--- config.mk ---
export PLATFORM = sky130hd
export DESIGN_NAME = cgb_cfg
export DESIGN_NICKNAME = d
export VERILOG_FILES = /design/src/cgb_pkg.sv /design/src/cgb_cfg.sv
export SDC_FILE = /design/constraint.sdc
export NUM_CORES = 1
export LEC_CHECK = 0
export BUFFER_PORTS_ARGS = -buffer_cell sky130_fd_sc_hd__buf_2
export CAP_MARGIN = 25
export CORE_MARGIN = 3
export CORE_UTILIZATION = 45
export DETAILED_ROUTE_END_ITERATION = 10
export MAX_ROUTING_LAYER = met4
export PLACE_DENSITY = 0.72
export REMOVE_ABC_BUFFERS = 1
export SLEW_MARGIN = 40
export SYNTH_ARGS = -nofsm -noshare
export SYNTH_HDL_FRONTEND = slang
export SYNTH_SLANG_ARGS = --single-unit
--- constraint.sdc ---
create_clock -name clk -period 2.65 [get_ports clk]
set_input_delay 0.1325 -clock clk [delete_from_list [all_inputs] [get_ports clk]]
set_output_delay 0.1325 -clock clk [all_outputs]
set_load 0.02 [all_outputs]
--- src/cgb_pkg.sv ---
`timescale 1ns / 1ps
// ----------------------------------------------------------------------------
// cgb_pkg
// Shared types and constants for the clipped glyph row blitter.
// ----------------------------------------------------------------------------
package cgb_pkg;

	// framebuffer pitch in pixel addresses per row
	localparam int PITCH         = 1024;
	localparam int MAX_GLYPH_DIM = 16;
	localparam int DIM_CAP       = (MAX_GLYPH_DIM < 16) ? MAX_GLYPH_DIM : 16;

	localparam int DIM_W   = 5;
	localparam int GBITS_W = 9;
	localparam int CLIP_W  = 11;
	localparam int COLOR_W = 4;
	localparam int CODE_W  = 8;
	localparam int POS_W   = 12;
	localparam int FADDR_W = 13;
	localparam int BYTE_W  = 8;
	localparam int MASK_W  = 16;
	localparam int ADDR_W  = 22;
	localparam int CIDX_W  = 3;
	localparam int CDATA_W = 11;
	localparam int COORD_W = 14;
	localparam int BASE_W  = 17;
	localparam int BUF_W   = 32;
	localparam int CNT_W   = 6;

	localparam logic FUNC_LOAD = 1'b0;
	localparam logic FUNC_DRAW = 1'b1;

	typedef enum logic [CIDX_W-1:0] {
		REG_CHAR_WIDTH,
		REG_CHAR_HEIGHT,
		REG_GLYPH_BITS,
		REG_CLIP_LEFT,
		REG_CLIP_TOP,
		REG_CLIP_RIGHT,
		REG_CLIP_BOTTOM,
		REG_COLOR_INDEX
	} cfg_reg_t;

	typedef enum logic [2:0] {
		ST_IDLE,
		ST_MUL,
		ST_START,
		ST_RUN,
		ST_UL
	} state_t;

	// clamped glyph geometry and clip setup
	typedef struct packed {
		logic [DIM_W-1:0]   w;
		logic [DIM_W-1:0]   h;
		logic [GBITS_W-1:0] glyph_bits;
		logic [CLIP_W-1:0]  clip_left;
		logic [CLIP_W-1:0]  clip_top;
		logic [CLIP_W-1:0]  clip_right;
		logic [CLIP_W-1:0]  clip_bottom;
		logic [COLOR_W-1:0] color;
	} cfg_t;

endpackage

--- src/cgb_cfg.sv ---
`timescale 1ns / 1ps
// ----------------------------------------------------------------------------
// cgb_cfg
// Configuration register file with glyph size clamping.
// ----------------------------------------------------------------------------
module cgb_cfg
	import cgb_pkg::*;
(
	input  logic               clk,
	input  logic               arst_n,
	input  logic               cfg_valid,
	output logic               cfg_ready,
	input  logic [CIDX_W-1:0]  cfg_index,
	input  logic [CDATA_W-1:0] cfg_data,
	output cfg_t               cfg
);

	localparam logic [DIM_W-1:0] CAP = DIM_W'(DIM_CAP);

	logic [DIM_W-1:0]   width_q;
	logic [DIM_W-1:0]   height_q;
	logic [GBITS_W-1:0] gbits_q;
	logic [CLIP_W-1:0]  left_q;
	logic [CLIP_W-1:0]  top_q;
	logic [CLIP_W-1:0]  right_q;
	logic [CLIP_W-1:0]  bottom_q;
	logic [COLOR_W-1:0] color_q;

	assign cfg_ready = 1'b1;

	always_ff @(posedge clk or negedge arst_n) begin
		if (!arst_n) begin
			width_q  <= DIM_W'(8);
			height_q <= DIM_W'(8);
			gbits_q  <= GBITS_W'(64);
			left_q   <= '0;
			top_q    <= '0;
			right_q  <= CLIP_W'(1024);
			bottom_q <= CLIP_W'(1024);
			color_q  <= '0;
		end else if (cfg_valid && cfg_ready) begin
			unique case (cfg_reg_t'(cfg_index))
				REG_CHAR_WIDTH:  width_q  <= cfg_data[DIM_W-1:0];
				REG_CHAR_HEIGHT: height_q <= cfg_data[DIM_W-1:0];
				REG_GLYPH_BITS:  gbits_q  <= cfg_data[GBITS_W-1:0];
				REG_CLIP_LEFT:   left_q   <= cfg_data[CLIP_W-1:0];
				REG_CLIP_TOP:    top_q    <= cfg_data[CLIP_W-1:0];
				REG_CLIP_RIGHT:  right_q  <= cfg_data[CLIP_W-1:0];
				REG_CLIP_BOTTOM: bottom_q <= cfg_data[CLIP_W-1:0];
				REG_COLOR_INDEX: color_q  <= cfg_data[COLOR_W-1:0];
				default: ;
			endcase
		end
	end

	always_comb begin
		cfg = '0;
		cfg.w = (width_q == '0) ? DIM_W'(1) : ((width_q > CAP) ? CAP : width_q);
		cfg.h = (height_q == '0) ? DIM_W'(1) : ((height_q > CAP) ? CAP : height_q);
		cfg.glyph_bits  = gbits_q;
		cfg.clip_left   = left_q;
		cfg.clip_top    = top_q;
		cfg.clip_right  = right_q;
		cfg.clip_bottom = bottom_q;
		cfg.color       = color_q;
	end

endmodule

==> impl_metrics.csv <==
group,metric,value,unit
synthesis,synthCells,163,
route,vias_per_cell,4.99,
floorplan,die_y,83.4,um
sta,hold_viol,0,
clock_tree,clk_pin_slew,0.07,ns
route,detail-route-antenna-nets,0,
cells_and_area,final_core_util,60.2,%
sta,period_minus_slack,1.54,ns
placement,place_congestion,0.747,
sta,clock.fmax,650,MHz
critical_path,cp-end-kind,"primary output",
grt,grt_pass1_wl,9.38,mm
critical_path,worstSetupPathType,"flip-flop to primary output",
sta,drv_slew,0,
clock_tree,ctsRootBufferMaster,"clkbuf_8",
clock_tree,cts.htree.levels,3,
floorplan,start_util,47.7,%
status,status,"complete, no violations",
route,drtIter0Drc,58,
synthesis,synth_seq_area_share,62.5,%
power_and_ir_drop,ir_drop,0.549,mV
synthesis,ys_seq_elements,67,
placement,dp_hpwl,3.94,mm
hold_path,holdCritPathClass,"input port to flip-flop",
clock_tree,clk_latency,0.33,ns
cells_and_area,fin_cells,329,
grt,grt_overflow_total,0,
cells_and_area,antenna_cells,0,
synthesis,netlist_area,2690,um2
grt,grt_use_total,18.0,%
placement,port_buffers,83,
clock_tree,clock_sinks,67,
clock_tree,clockBufferDepth,2,
cells_and_area,fin_area,3400,um2
cells_and_area,finalNetCount,269,
cells_and_area,mostFrequentLayoutCells,"buf_2, dfrtp_1, mux2_2",
critical_path,required,2.52,ns
synthesis,ys_warn_count,0,
synthesis,ys_types,18,
grt,grt_max_degree,38,
floorplan,core,5640,um2
floorplan,placementRows,27,
placement,dp.cells,311,
route,drt-pass1-iter-count,4,
route,wl,5.69,mm
placement,placed_area,3170,um2
floorplan,die-area,6950,um2
sta,setup_viol,0,
sta,rsz0062_at_grt,"no",
grt,antenna_found_initial,0,
sta,skew,0,ns
route,routed-via-count,1641,
cells_and_area,layout_commonest_cell,"buf_2",
floorplan,die_w,83.4,um
route,wire_per_inst,17.3,um
sta,period_share,58.1,%
power_and_ir_drop,power.total,3.16,mW
critical_path,path_max_fanout,3,
sta,tightestPinTransition,0.804,ns
clock_tree,cts_buffers,9,
cells_and_area,nFillCells,465,
sta,max_slew_margin,46.4,%
cells_and_area,drive_above_1_share,67.3,%
route,post-route-drc-count,0,
power_and_ir_drop,cellLeakagePower,1.64,nW
sta,fin_setup_tns,0,ns
clock_tree,cts_tree,"built",
grt,grt_pass1_vias,1710,
critical_path,arrival,1.41,ns
job,drv_cap,0,
critical_path,startpoint_type,"flip-flop",
floorplan,io_pins,85,
power_and_ir_drop,cellPowerDensity,929,nW/um2
cells_and_area,syn_to_final_growth,26.1,%
synthesis,syn_area_per_cell,16.5,um2
-- path summary, 6_finish.rpt --
check | start | endpoint | slack, ns | depth (start not counted)
max | height_q[2]$_DFFE_PN0P_ | cfg[57] | 1.11 | 3
min | cfg_data[9] | top_q[9]$_DFFE_PN0P_ | 0.07 | 2
max reg2reg | width_q[4]$_DFFE_PN0P_ | width_q[4]$_DFFE_PN0P_ | 1.83 | 1
min reg2reg | color_q[0]$_DFFE_PN0P_ | color_q[0]$_DFFE_PN0P_ | 0.50 | 1
max in group asynchronous | arst_n | bottom_q[10]$_DFFE_PN1P_ | 1.55 | 3
min in group asynchronous | arst_n | width_q[4]$_DFFE_PN0P_ | 0.40 | 2
-- report_power, final --
group	total [mW]	switching, mW	internal [mW]
registers	1.38	0.124	1.26
clock network	0.896	0.368	0.527
logic	0.875	0.502	0.373
-- flip-flops by register name, summed over array words and instances (netlist names) --
name,flops
top_q,11
left_q,11
right_q,11
gbits_q,9
bottom_q,11
width_q,5
color_q,4
height_q,5
-- metrics by stage --
stage / hold WS, ns / setup slack, ns
floorplan: -0.163 / 1.39
global placement: 0.222 / 0.949
detailed placement: 0.238 / 0.883
CTS: 0.0542 / 1.08
global route: 0.0679 / 0.997
finish: 0.0650 / 1.11
-- area by class of cell --
type	count	area, um2	area share [%]
repair buffers	86	457	13.4
flip-flops and latches	67	1680	49.6
clock inverters	5	77.6	2.28
well taps	72	90.1	2.65
inverters	2	7.51	0.221
clock buffers	11	131	3.87
multi-input cells	86	950	28.0
-- kinds of logic (layout without fill, tap and decap cells) --
group	count (synthesis)	count (layout)	share of synthesized area, %
AOI/OAI and AO/OA	2	2	0.372
buffers and inverters	10	104	2.23
DFF	67	67	62.5
muxes	67	67	29.4
other	1	1	0.139
and+or+nand+nor	16	16	5.34
-- worst max-delay path, stage by stage (launching register included) --
cell	delay, ns
dfrtp_1	0.38
or3_1	0.37
a21oi_1	0.15
buf_2	0.18
-- routing by layer --
layer  vias to the layer above  track usage (%)  share of wire [%]
met5                         -                -                  0
met4                         0             9.36                1.9
met3                        10             3.08                3.6
met2                        42             28.4                 50
met1                       832             22.4                 45
li1                        757                -                  -
-- what timing repair did --
item,4_1_cts,5_1_grt
hold buffers,1,0
buffers inserted,0,0
endpoints found under the hold margin,27,0
resized for setup,0,0
-- cells in the mapped netlist --
master,count,area share (%)
dfrtp_1,62,58
mux2_2,57,24
mux2_4,10,5.6
nor2b_1,6,1.4
dfstp_2,5,4.9
buf_2,3,0.56
nand4b_1,3,0.98
a21oi_1,2,0.37
and4bb_1,2,0.93
buf_6,2,0.84
clkbuf_1,2,0.28
inv_1,2,0.28
or3_1,2,0.46
and4bb_2,1,0.46
buf_4,1,0.28
conb_1,1,0.14
nand4_1,1,0.23
nor4b_4,1,0.88
Note: power is estimated with default switching activity, not from simulation.
