File: config.mk
export PLATFORM = sky130hd
export DESIGN_NAME = cgb_seq
export DESIGN_NICKNAME = d
export VERILOG_FILES = /design/src/cgb_pkg.sv /design/src/cgb_seq.sv
export SDC_FILE = /design/constraint.sdc
export NUM_CORES = 1
export LEC_CHECK = 0
export BUFFER_PORTS_ARGS = -buffer_cell sky130_fd_sc_hd__buf_2
export CORE_MARGIN = 1
export CORE_UTILIZATION = 55
export CTS_BUF_LIST = sky130_fd_sc_hd__clkbuf_2
export CTS_CLUSTER_SIZE = 28
export DETAILED_ROUTE_END_ITERATION = 10
export PLACE_DENSITY = 0.77
export SYNTH_ARGS = -nofsm -noshare
export SYNTH_HDL_FRONTEND = slang
export SYNTH_SLANG_ARGS = --single-unit
File: constraint.sdc
create_clock -name clk -period 5.2 [get_ports clk]
set_input_delay 0.78 -clock clk [delete_from_list [all_inputs] [get_ports clk]]
set_output_delay 0.78 -clock clk [all_outputs]
set_load 0.005 [all_outputs]
File: src/cgb_pkg.sv
`timescale 1ns / 1ps
// ----------------------------------------------------------------------------
// cgb_pkg
// Shared types and constants for the clipped glyph row blitter.
// ----------------------------------------------------------------------------
package cgb_pkg;

	// framebuffer pitch in pixel addresses per row
	localparam int PITCH         = 1024;
	localparam int MAX_GLYPH_DIM = 16;
	localparam int DIM_CAP       = (MAX_GLYPH_DIM < 16) ? MAX_GLYPH_DIM : 16;

	localparam int DIM_W   = 5;
	localparam int GBITS_W = 9;
	localparam int CLIP_W  = 11;
	localparam int COLOR_W = 4;
	localparam int CODE_W  = 8;
	localparam int POS_W   = 12;
	localparam int FADDR_W = 13;
	localparam int BYTE_W  = 8;
	localparam int MASK_W  = 16;
	localparam int ADDR_W  = 22;
	localparam int CIDX_W  = 3;
	localparam int CDATA_W = 11;
	localparam int COORD_W = 14;
	localparam int BASE_W  = 17;
	localparam int BUF_W   = 32;
	localparam int CNT_W   = 6;

	localparam logic FUNC_LOAD = 1'b0;
	localparam logic FUNC_DRAW = 1'b1;

	typedef enum logic [CIDX_W-1:0] {
		REG_CHAR_WIDTH,
		REG_CHAR_HEIGHT,
		REG_GLYPH_BITS,
		REG_CLIP_LEFT,
		REG_CLIP_TOP,
		REG_CLIP_RIGHT,
		REG_CLIP_BOTTOM,
		REG_COLOR_INDEX
	} cfg_reg_t;

	typedef enum logic [2:0] {
		ST_IDLE,
		ST_MUL,
		ST_START,
		ST_RUN,
		ST_UL
	} state_t;

	// clamped glyph geometry and clip setup
	typedef struct packed {
		logic [DIM_W-1:0]   w;
		logic [DIM_W-1:0]   h;
		logic [GBITS_W-1:0] glyph_bits;
		logic [CLIP_W-1:0]  clip_left;
		logic [CLIP_W-1:0]  clip_top;
		logic [CLIP_W-1:0]  clip_right;
		logic [CLIP_W-1:0]  clip_bottom;
		logic [COLOR_W-1:0] color;
	} cfg_t;

endpackage

File: src/cgb_seq.sv
`timescale 1ns / 1ps
// ----------------------------------------------------------------------------
// cgb_seq
// Draw sequencer: streams glyph bytes from the font RAM into a bit buffer,
// slices it into glyph rows, clips and drives the output register.
// ----------------------------------------------------------------------------
module cgb_seq
	import cgb_pkg::*;
#(
	parameter int FONT_BYTES = 8192
) (
	input  logic                             clk,
	input  logic                             arst_n,
	input  cfg_t                             cfg,
	input  logic                             in_valid,
	output logic                             in_stall,
	input  logic                             func,
	input  logic [FADDR_W-1:0]               font_addr,
	input  logic [BYTE_W-1:0]                font_byte,
	input  logic [CODE_W-1:0]                glyph_code,
	input  logic signed [POS_W-1:0]          pos_x,
	input  logic signed [POS_W-1:0]          pos_y,
	input  logic                             underline,
	output logic                             out_valid,
	input  logic                             out_stall,
	output logic signed [ADDR_W-1:0]         pixel_address,
	output logic [MASK_W-1:0]                write_mask,
	output logic [COLOR_W-1:0]               write_color,
	output logic                             last,
	output logic                             mem_we,
	output logic [$clog2(FONT_BYTES)-1:0]    mem_waddr,
	output logic [BYTE_W-1:0]                mem_wdata,
	output logic                             mem_re,
	output logic [$clog2(FONT_BYTES)-1:0]    mem_raddr,
	input  logic [BYTE_W-1:0]                mem_rdata
);

	localparam int AW        = $clog2(FONT_BYTES);
	localparam int RED_STEPS = (16 - AW > 0) ? (16 - AW) : 1;
	localparam logic [AW-1:0]     PTR_LAST = AW'(FONT_BYTES - 1);
	localparam logic [ADDR_W-1:0] PITCH_A  = ADDR_W'(PITCH);
	localparam logic [CNT_W-1:0]  FILL_MAX = CNT_W'(BUF_W - BYTE_W);

	// wrap a byte index into the font store by conditional subtracts
	function automatic logic [AW-1:0] font_wrap(input logic [15:0] v);
		logic [16:0] t;
		t = {1'b0, v};
		for (int k = RED_STEPS - 1; k >= 0; k--) begin
			if (32'(t) >= (FONT_BYTES << k)) begin
				t = t - 17'(FONT_BYTES << k);
			end
		end
		return t[AW-1:0];
	endfunction

	state_t state_q, state_d;

	logic [CODE_W-1:0]         code_q;
	logic [POS_W-1:0]          x_q;
	logic signed [COORD_W-1:0] row_y_q;
	logic [MASK_W-1:0]         hmask_q;
	logic                      ul_emit_q;
	logic [BASE_W-1:0]         base_q;
	logic [ADDR_W-1:0]         addr_q;
	logic [AW-1:0]             ptr_q;
	logic [2:0]                off_q;
	logic [BUF_W-1:0]          buf_q;
	logic [CNT_W-1:0]          cnt_q;
	logic                      pend_q;
	logic                      first_q;
	logic [DIM_W-1:0]          r_q;

	logic                      out_valid_q;
	logic [ADDR_W-1:0]         out_addr_q;
	logic [MASK_W-1:0]         out_mask_q;
	logic [COLOR_W-1:0]        out_color_q;
	logic                      out_last_q;

	logic                      accept;
	logic                      is_draw;
	logic signed [COORD_W-1:0] sx, sy, xw, yh;
	logic signed [COORD_W-1:0] cl, ct, cr, cb;
	logic                      reject;
	logic                      ul_ok;
	logic [MASK_W-1:0]         hmask_c;
	logic                      out_free;
	logic                      consume;
	logic                      row_done;
	logic                      row_in_clip;
	logic                      row_last;
	logic                      emit;
	logic [ADDR_W-1:0]         emit_addr;
	logic [MASK_W-1:0]         emit_mask;
	logic                      emit_last;
	logic [BUF_W-1:0]          buf_c, buf_n;
	logic [CNT_W-1:0]          cnt_c, cnt_n;
	logic [BYTE_W-1:0]         app_byte;
	logic [CNT_W-1:0]          app_n;
	logic [BUF_W+BYTE_W-1:0]   app_sh;
	logic [ADDR_W-1:0]         addr0;

	assign accept  = in_valid && !in_stall;
	assign is_draw = (func == FUNC_DRAW);

	// clip tests on the incoming draw
	always_comb begin
		sx = COORD_W'(pos_x);
		sy = COORD_W'(pos_y);
		cl = $signed({3'b000, cfg.clip_left});
		ct = $signed({3'b000, cfg.clip_top});
		cr = $signed({3'b000, cfg.clip_right});
		cb = $signed({3'b000, cfg.clip_bottom});
		xw = sx + $signed({{(COORD_W-DIM_W){1'b0}}, cfg.w});
		yh = sy + $signed({{(COORD_W-DIM_W){1'b0}}, cfg.h});
		reject = (xw < cl) || (sx > cr) || (yh < ct) || (sy > cb);
		ul_ok  = underline && (yh >= ct) && (yh < cb);
		for (int j = 0; j < MASK_W; j++) begin
			hmask_c[j] = (DIM_W'(j) < cfg.w) &&
				((sx + COORD_W'(j)) >= cl) && ((sx + COORD_W'(j)) < cr);
		end
	end

	// next state
	always_comb begin
		state_d = state_q;
		unique case (state_q)
			ST_IDLE: begin
				if (accept && is_draw && !reject) begin
					state_d = ST_MUL;
				end
			end
			ST_MUL: begin
				state_d = ST_START;
			end
			ST_START: begin
				state_d = ST_RUN;
			end
			ST_RUN: begin
				if (consume && row_done) begin
					state_d = ul_emit_q ? ST_UL : ST_IDLE;
				end
			end
			ST_UL: begin
				if (out_free) begin
					state_d = ST_IDLE;
				end
			end
			default: state_d = ST_IDLE;
		endcase
	end

	// sequencer outputs
	always_comb begin
		in_stall    = (state_q != ST_IDLE);
		out_free    = !out_valid_q || !out_stall;
		row_done    = (r_q == cfg.h - DIM_W'(1));
		row_in_clip = (row_y_q >= ct) && (row_y_q < cb);
		row_last    = !ul_emit_q && (row_done || ((row_y_q + COORD_W'(1)) >= cb));
		consume     = 1'b0;
		emit        = 1'b0;
		emit_addr   = addr_q;
		emit_mask   = buf_q[MASK_W-1:0] & hmask_q;
		emit_last   = row_last;
		unique case (state_q)
			ST_RUN: begin
				consume = out_free && (cnt_q >= CNT_W'(cfg.w));
				emit    = consume && row_in_clip;
			end
			ST_UL: begin
				emit      = out_free;
				emit_mask = hmask_q;
				emit_last = 1'b1;
			end
			default: ;
		endcase
		mem_we    = accept && (func == FUNC_LOAD);
		mem_waddr = font_wrap(16'(font_addr));
		mem_wdata = font_byte;
		mem_re    = (state_q == ST_RUN) && !(consume && row_done) && (cnt_n <= FILL_MAX);
		mem_raddr = ptr_q;
	end

	// bit buffer update
	always_comb begin
		buf_c    = consume ? (buf_q >> cfg.w) : buf_q;
		cnt_c    = consume ? (cnt_q - CNT_W'(cfg.w)) : cnt_q;
		app_byte = first_q ? (mem_rdata >> off_q) : mem_rdata;
		app_n    = first_q ? (CNT_W'(BYTE_W) - CNT_W'(off_q)) : CNT_W'(BYTE_W);
		app_sh   = (BUF_W+BYTE_W)'(app_byte) << cnt_c;
		buf_n    = pend_q ? (buf_c | app_sh[BUF_W-1:0]) : buf_c;
		cnt_n    = pend_q ? (cnt_c + app_n) : cnt_c;
	end

	assign addr0 = ({{(ADDR_W-POS_W){row_y_q[POS_W-1]}}, row_y_q[POS_W-1:0]} * PITCH_A)
		+ {{(ADDR_W-POS_W){x_q[POS_W-1]}}, x_q};

	always_ff @(posedge clk or negedge arst_n) begin
		if (!arst_n) begin
			state_q     <= ST_IDLE;
			out_valid_q <= 1'b0;
			pend_q      <= 1'b0;
		end else begin
			state_q <= state_d;
			if (emit) begin
				out_valid_q <= 1'b1;
			end else if (!out_stall) begin
				out_valid_q <= 1'b0;
			end
			pend_q <= mem_re;
		end
	end

	always_ff @(posedge clk) begin
		if (emit) begin
			out_addr_q  <= emit_addr;
			out_mask_q  <= emit_mask;
			out_color_q <= cfg.color;
			out_last_q  <= emit_last;
		end
		unique case (state_q)
			ST_IDLE: begin
				if (accept) begin
					code_q    <= glyph_code;
					x_q       <= pos_x;
					row_y_q   <= sy;
					hmask_q   <= hmask_c;
					ul_emit_q <= ul_ok;
				end
			end
			ST_MUL: begin
				base_q <= BASE_W'(code_q) * BASE_W'(cfg.glyph_bits);
				addr_q <= addr0;
			end
			ST_START: begin
				ptr_q   <= font_wrap(16'(base_q[BASE_W-1:3]));
				off_q   <= base_q[2:0];
				buf_q   <= '0;
				cnt_q   <= '0;
				first_q <= 1'b1;
				r_q     <= '0;
			end
			ST_RUN: begin
				buf_q <= buf_n;
				cnt_q <= cnt_n;
				if (pend_q) begin
					first_q <= 1'b0;
				end
				if (mem_re) begin
					ptr_q <= (ptr_q == PTR_LAST) ? '0 : ptr_q + AW'(1);
				end
				if (consume) begin
					r_q     <= r_q + DIM_W'(1);
					row_y_q <= row_y_q + COORD_W'(1);
					addr_q  <= addr_q + PITCH_A;
				end
			end
			default: ;
		endcase
	end

	assign out_valid     = out_valid_q;
	assign pixel_address = out_addr_q;
	assign write_mask    = out_mask_q;
	assign write_color   = out_color_q;
	assign last          = out_last_q;

endmodule

==> results.toml <==
[worst_setup_path]
crit_start = "cnt_q[2]"
end_kind = "output port"
crit_required_ns = 4.42
regToRegStartpoint = "code_q[4]"
critPathKind = "reg2out"
r2r_setup_slack_ns = 0.41
worstPathMaxFanout = 6
arrival_ns = 4.51
worstSetupStartpointType = "flip-flop"

[yosys]
synth_nets = 3405
ys_ff_latch = 197
synth_edf_count = 192
async_reset_ff_share_pct = 2.538
synth_warnings = 0
synthesis.area_sq_mm = 0.02492
synth_cells = 2782
synth.distinct_cells = 88
avgSynthCellArea_sq_um = 8.957
synth_top_flop_cell = "edfxtp_1"
yosysSeqAreaShare_pct = 23.64

[final_layout]
multi_input_comb_area_sq_mm = 0.01789
nNetsFinal = 3574
regArea_sq_mm = 0.005891
stdcell_count = 3560
drive_gt1_share_pct = 12.62
syn_to_final_growth_pct = 9.104
final_common_cell = "ha_1"
layout_common_cells = "ha_1, nand2_1, edfxtp_1"
nFillCells = 3840

[placement]
hpwl_um = 60840
gp_routability_congestion = 0.9905
io_buffers = 172
dp.cells = 3485

[run_status]
status = "complete, but fails checks"
violations = "negative setup slack"

[floorplanning]
initial_core_util_pct = 56.10
dieHeight_um = 214.9
die_w_um = 214.9
core_area_sq_mm = 0.04441
die-area_sq_mm = 0.04616
ios = 215
rows = 77

[clock_network]
clkTransAtPathRegs_ns = 0.35
clk_latency_ns = 1.07
htreeDepth = 4
cts_tree = "done"
cts_made_buffers = 17
clock_path_buffers = 2
cts_root_buf = "clkbuf_2"
cts.sinks = 197

[sta]
max_slew_margin_pct = 21.86
tns_ns = -0.09437
rsz0062_at_grt = "true"
fmax_mhz = 188.9
slew_violations = 0
finalHoldViolations = 0
setup_viol = 1
worst_slack_ns = -0.09437
clock_skew_ns = 0.06605
fin_crit_ns = 5.294
finalCritPeriodShare_pct = 101.8
worst_pin_slew_ns = 1.163

[grt]
grt_first_pass_wirelength_um = 126600
grt.busiest_layer = "met2"
grt-ovfl-total = 0
grt_usage_pct = 35.27
antenna_found_initial = 4
met1_usage_pct = 45.36
grt_pass1_vias = 22750
use_met2_pct = 55.50
use_met3_pct = 6.624
grt_max_degree = 77

[route]
drc = 0
first_iter_violations = 2507
dr_total_vias = 23030
wl_um = 81790
drtPass1Iterations = 6
avgViaCountPerCell = 6.469
avgRoutedWirePerCell_um = 22.98
ant_nets = 0

[job]
maxCapViolCount = 0

[pwr]
ir_drop_v = 0.0003181
p_leak_uw = 0.01215
powerDensity_mw_per_mm2 = 424.9

[min_path]
min_from = "pos_y[1]"
hold_class = "in2reg"
## cell type report
class / instances / area share (%)
Timing Repair Buffer: 266 / 5.974
Clock inverter: 15 / 0.8054
Sequential cell: 197 / 21.67
Tap cell: 592 / 2.725
Inverter: 192 / 2.669
Antenna cell: 4 / 0.03682
Clock buffer: 17 / 0.3130
Multi-Input combinational cell: 2277 / 65.81
## metrics by stage
step	power [uW]	hold slack (ns)	worst slack [ns]	cell area [sq um]	utilization (%)
2_1_floorplan	8200	0.4003	0.01638	24940	-
3_3_place_gp	9915	0.4029	0.2331	26390	59.42
3_5_place_dp	10170	0.4090	0.1053	26390	59.42
4_1_cts	11300	0.00005862	-0.1928	27110	61.05
5_1_grt	12390	0.06272	-0.2491	27180	61.20
6_report	11550	0.1243	-0.09437	27190	61.21
## power by group
group,internal (uW),switching (uW)
clock network,192,712
registers,2710,693
logic,2920,4320
total,5820,5730
## layer usage
metal,up-vias,routed length [um]
met3,306,7621
met1,10940,33200
li1,10450,-
met5,-,0
met4,0,4928
met2,1338,36040
## cell usage after synthesis (21+ instances only)
cell,n,area (sq um)
a31oi_1,27,168.9
a21o_1,72,540.5
o22ai_1,24,150.1
fa_1,46,920.9
buf_4,24,180.2
mux4_2,24,540.5
a21oi_1,169,845.8
nor3_1,46,230.2
and2_1,53,331.6
inv_1,186,698.2
a21boi_0,22,165.2
nand2_1,290,1089
nand2b_1,26,162.7
nor2b_1,39,244.0
a211oi_1,31,232.7
buf_1,21,78.83
nor2_1,182,683.2
clkbuf_1,55,206.5
xnor2_1,101,884.6
ha_1,443,5543
mux2i_1,43,430.4
nand4_1,40,250.2
o211ai_1,26,195.2
edfxtp_1,192,5766
xor2_1,100,875.8
o21a_1,59,442.9
o21ai_0,141,705.7
nand3_1,73,365.4
## state kept, by name, indices dropped and copies added, names as in the netlist, 3 cells and up
register / flops
addr_q: 22
base_q: 16
buf_q: 32
cnt_q: 6
code_q: 8
hmask_q: 16
mem_raddr: 13
off_q: 3
pixel_address: 22
r_q: 5
row_y_q: 14
state_q: 3
write_color: 4
write_mask: 16
x_q: 12
## logic make-up (layout without fill, tap and decap cells)
family	Yosys count	in the layout	synth area share (%)
other	0	4	0
adders and majority gates	489	489	25.94
AOI/OAI and AO/OA	687	687	17.94
DFF	197	197	23.64
buffers and inverters	308	490	5.152
xor gates and xnor gates	201	201	7.065
and+or+nand+nor	817	817	15.50
muxes	83	83	4.765
## path summary, 6_finish.rpt
| kind | endpoint | cells after the start |
|---|---|---|
| min reg2reg | pixel_address[3] | 0 |
| max reg2reg | base_q[15] | 14 |
| min | row_y_q[1] | 3 |
| max | mem_re | 14 |
| min in group asynchronous | pend_q | 3 |
| max in group asynchronous | state_q[2] | 3 |
## critical path: stages (launching register included)
cell and delay, ns:
edfxtp_1 0.59, ha_4 0.35, nand3_1 0.14, o21a_2 0.31
a21oi_4 0.25, mux2i_2 0.31, inv_2 0.09, ha_1 0.35
inv_1 0.10, nor2_2 0.16, o221ai_2 0.12, xnor2_1 0.22
nand2_1 0.12, a31oi_4 0.20, buf_2 0.14
## repair_timing
action | in CTS | in global routing
hold buffers | 23 | 0
endpoints found under the setup margin | 1 | 1
gates resized for setup | 15 | 8
pin swaps | 15 | 10
hold endpoints to repair | 26 | 0
setup buffers | 14 | 2
Power figures use the tool's default switching activity.
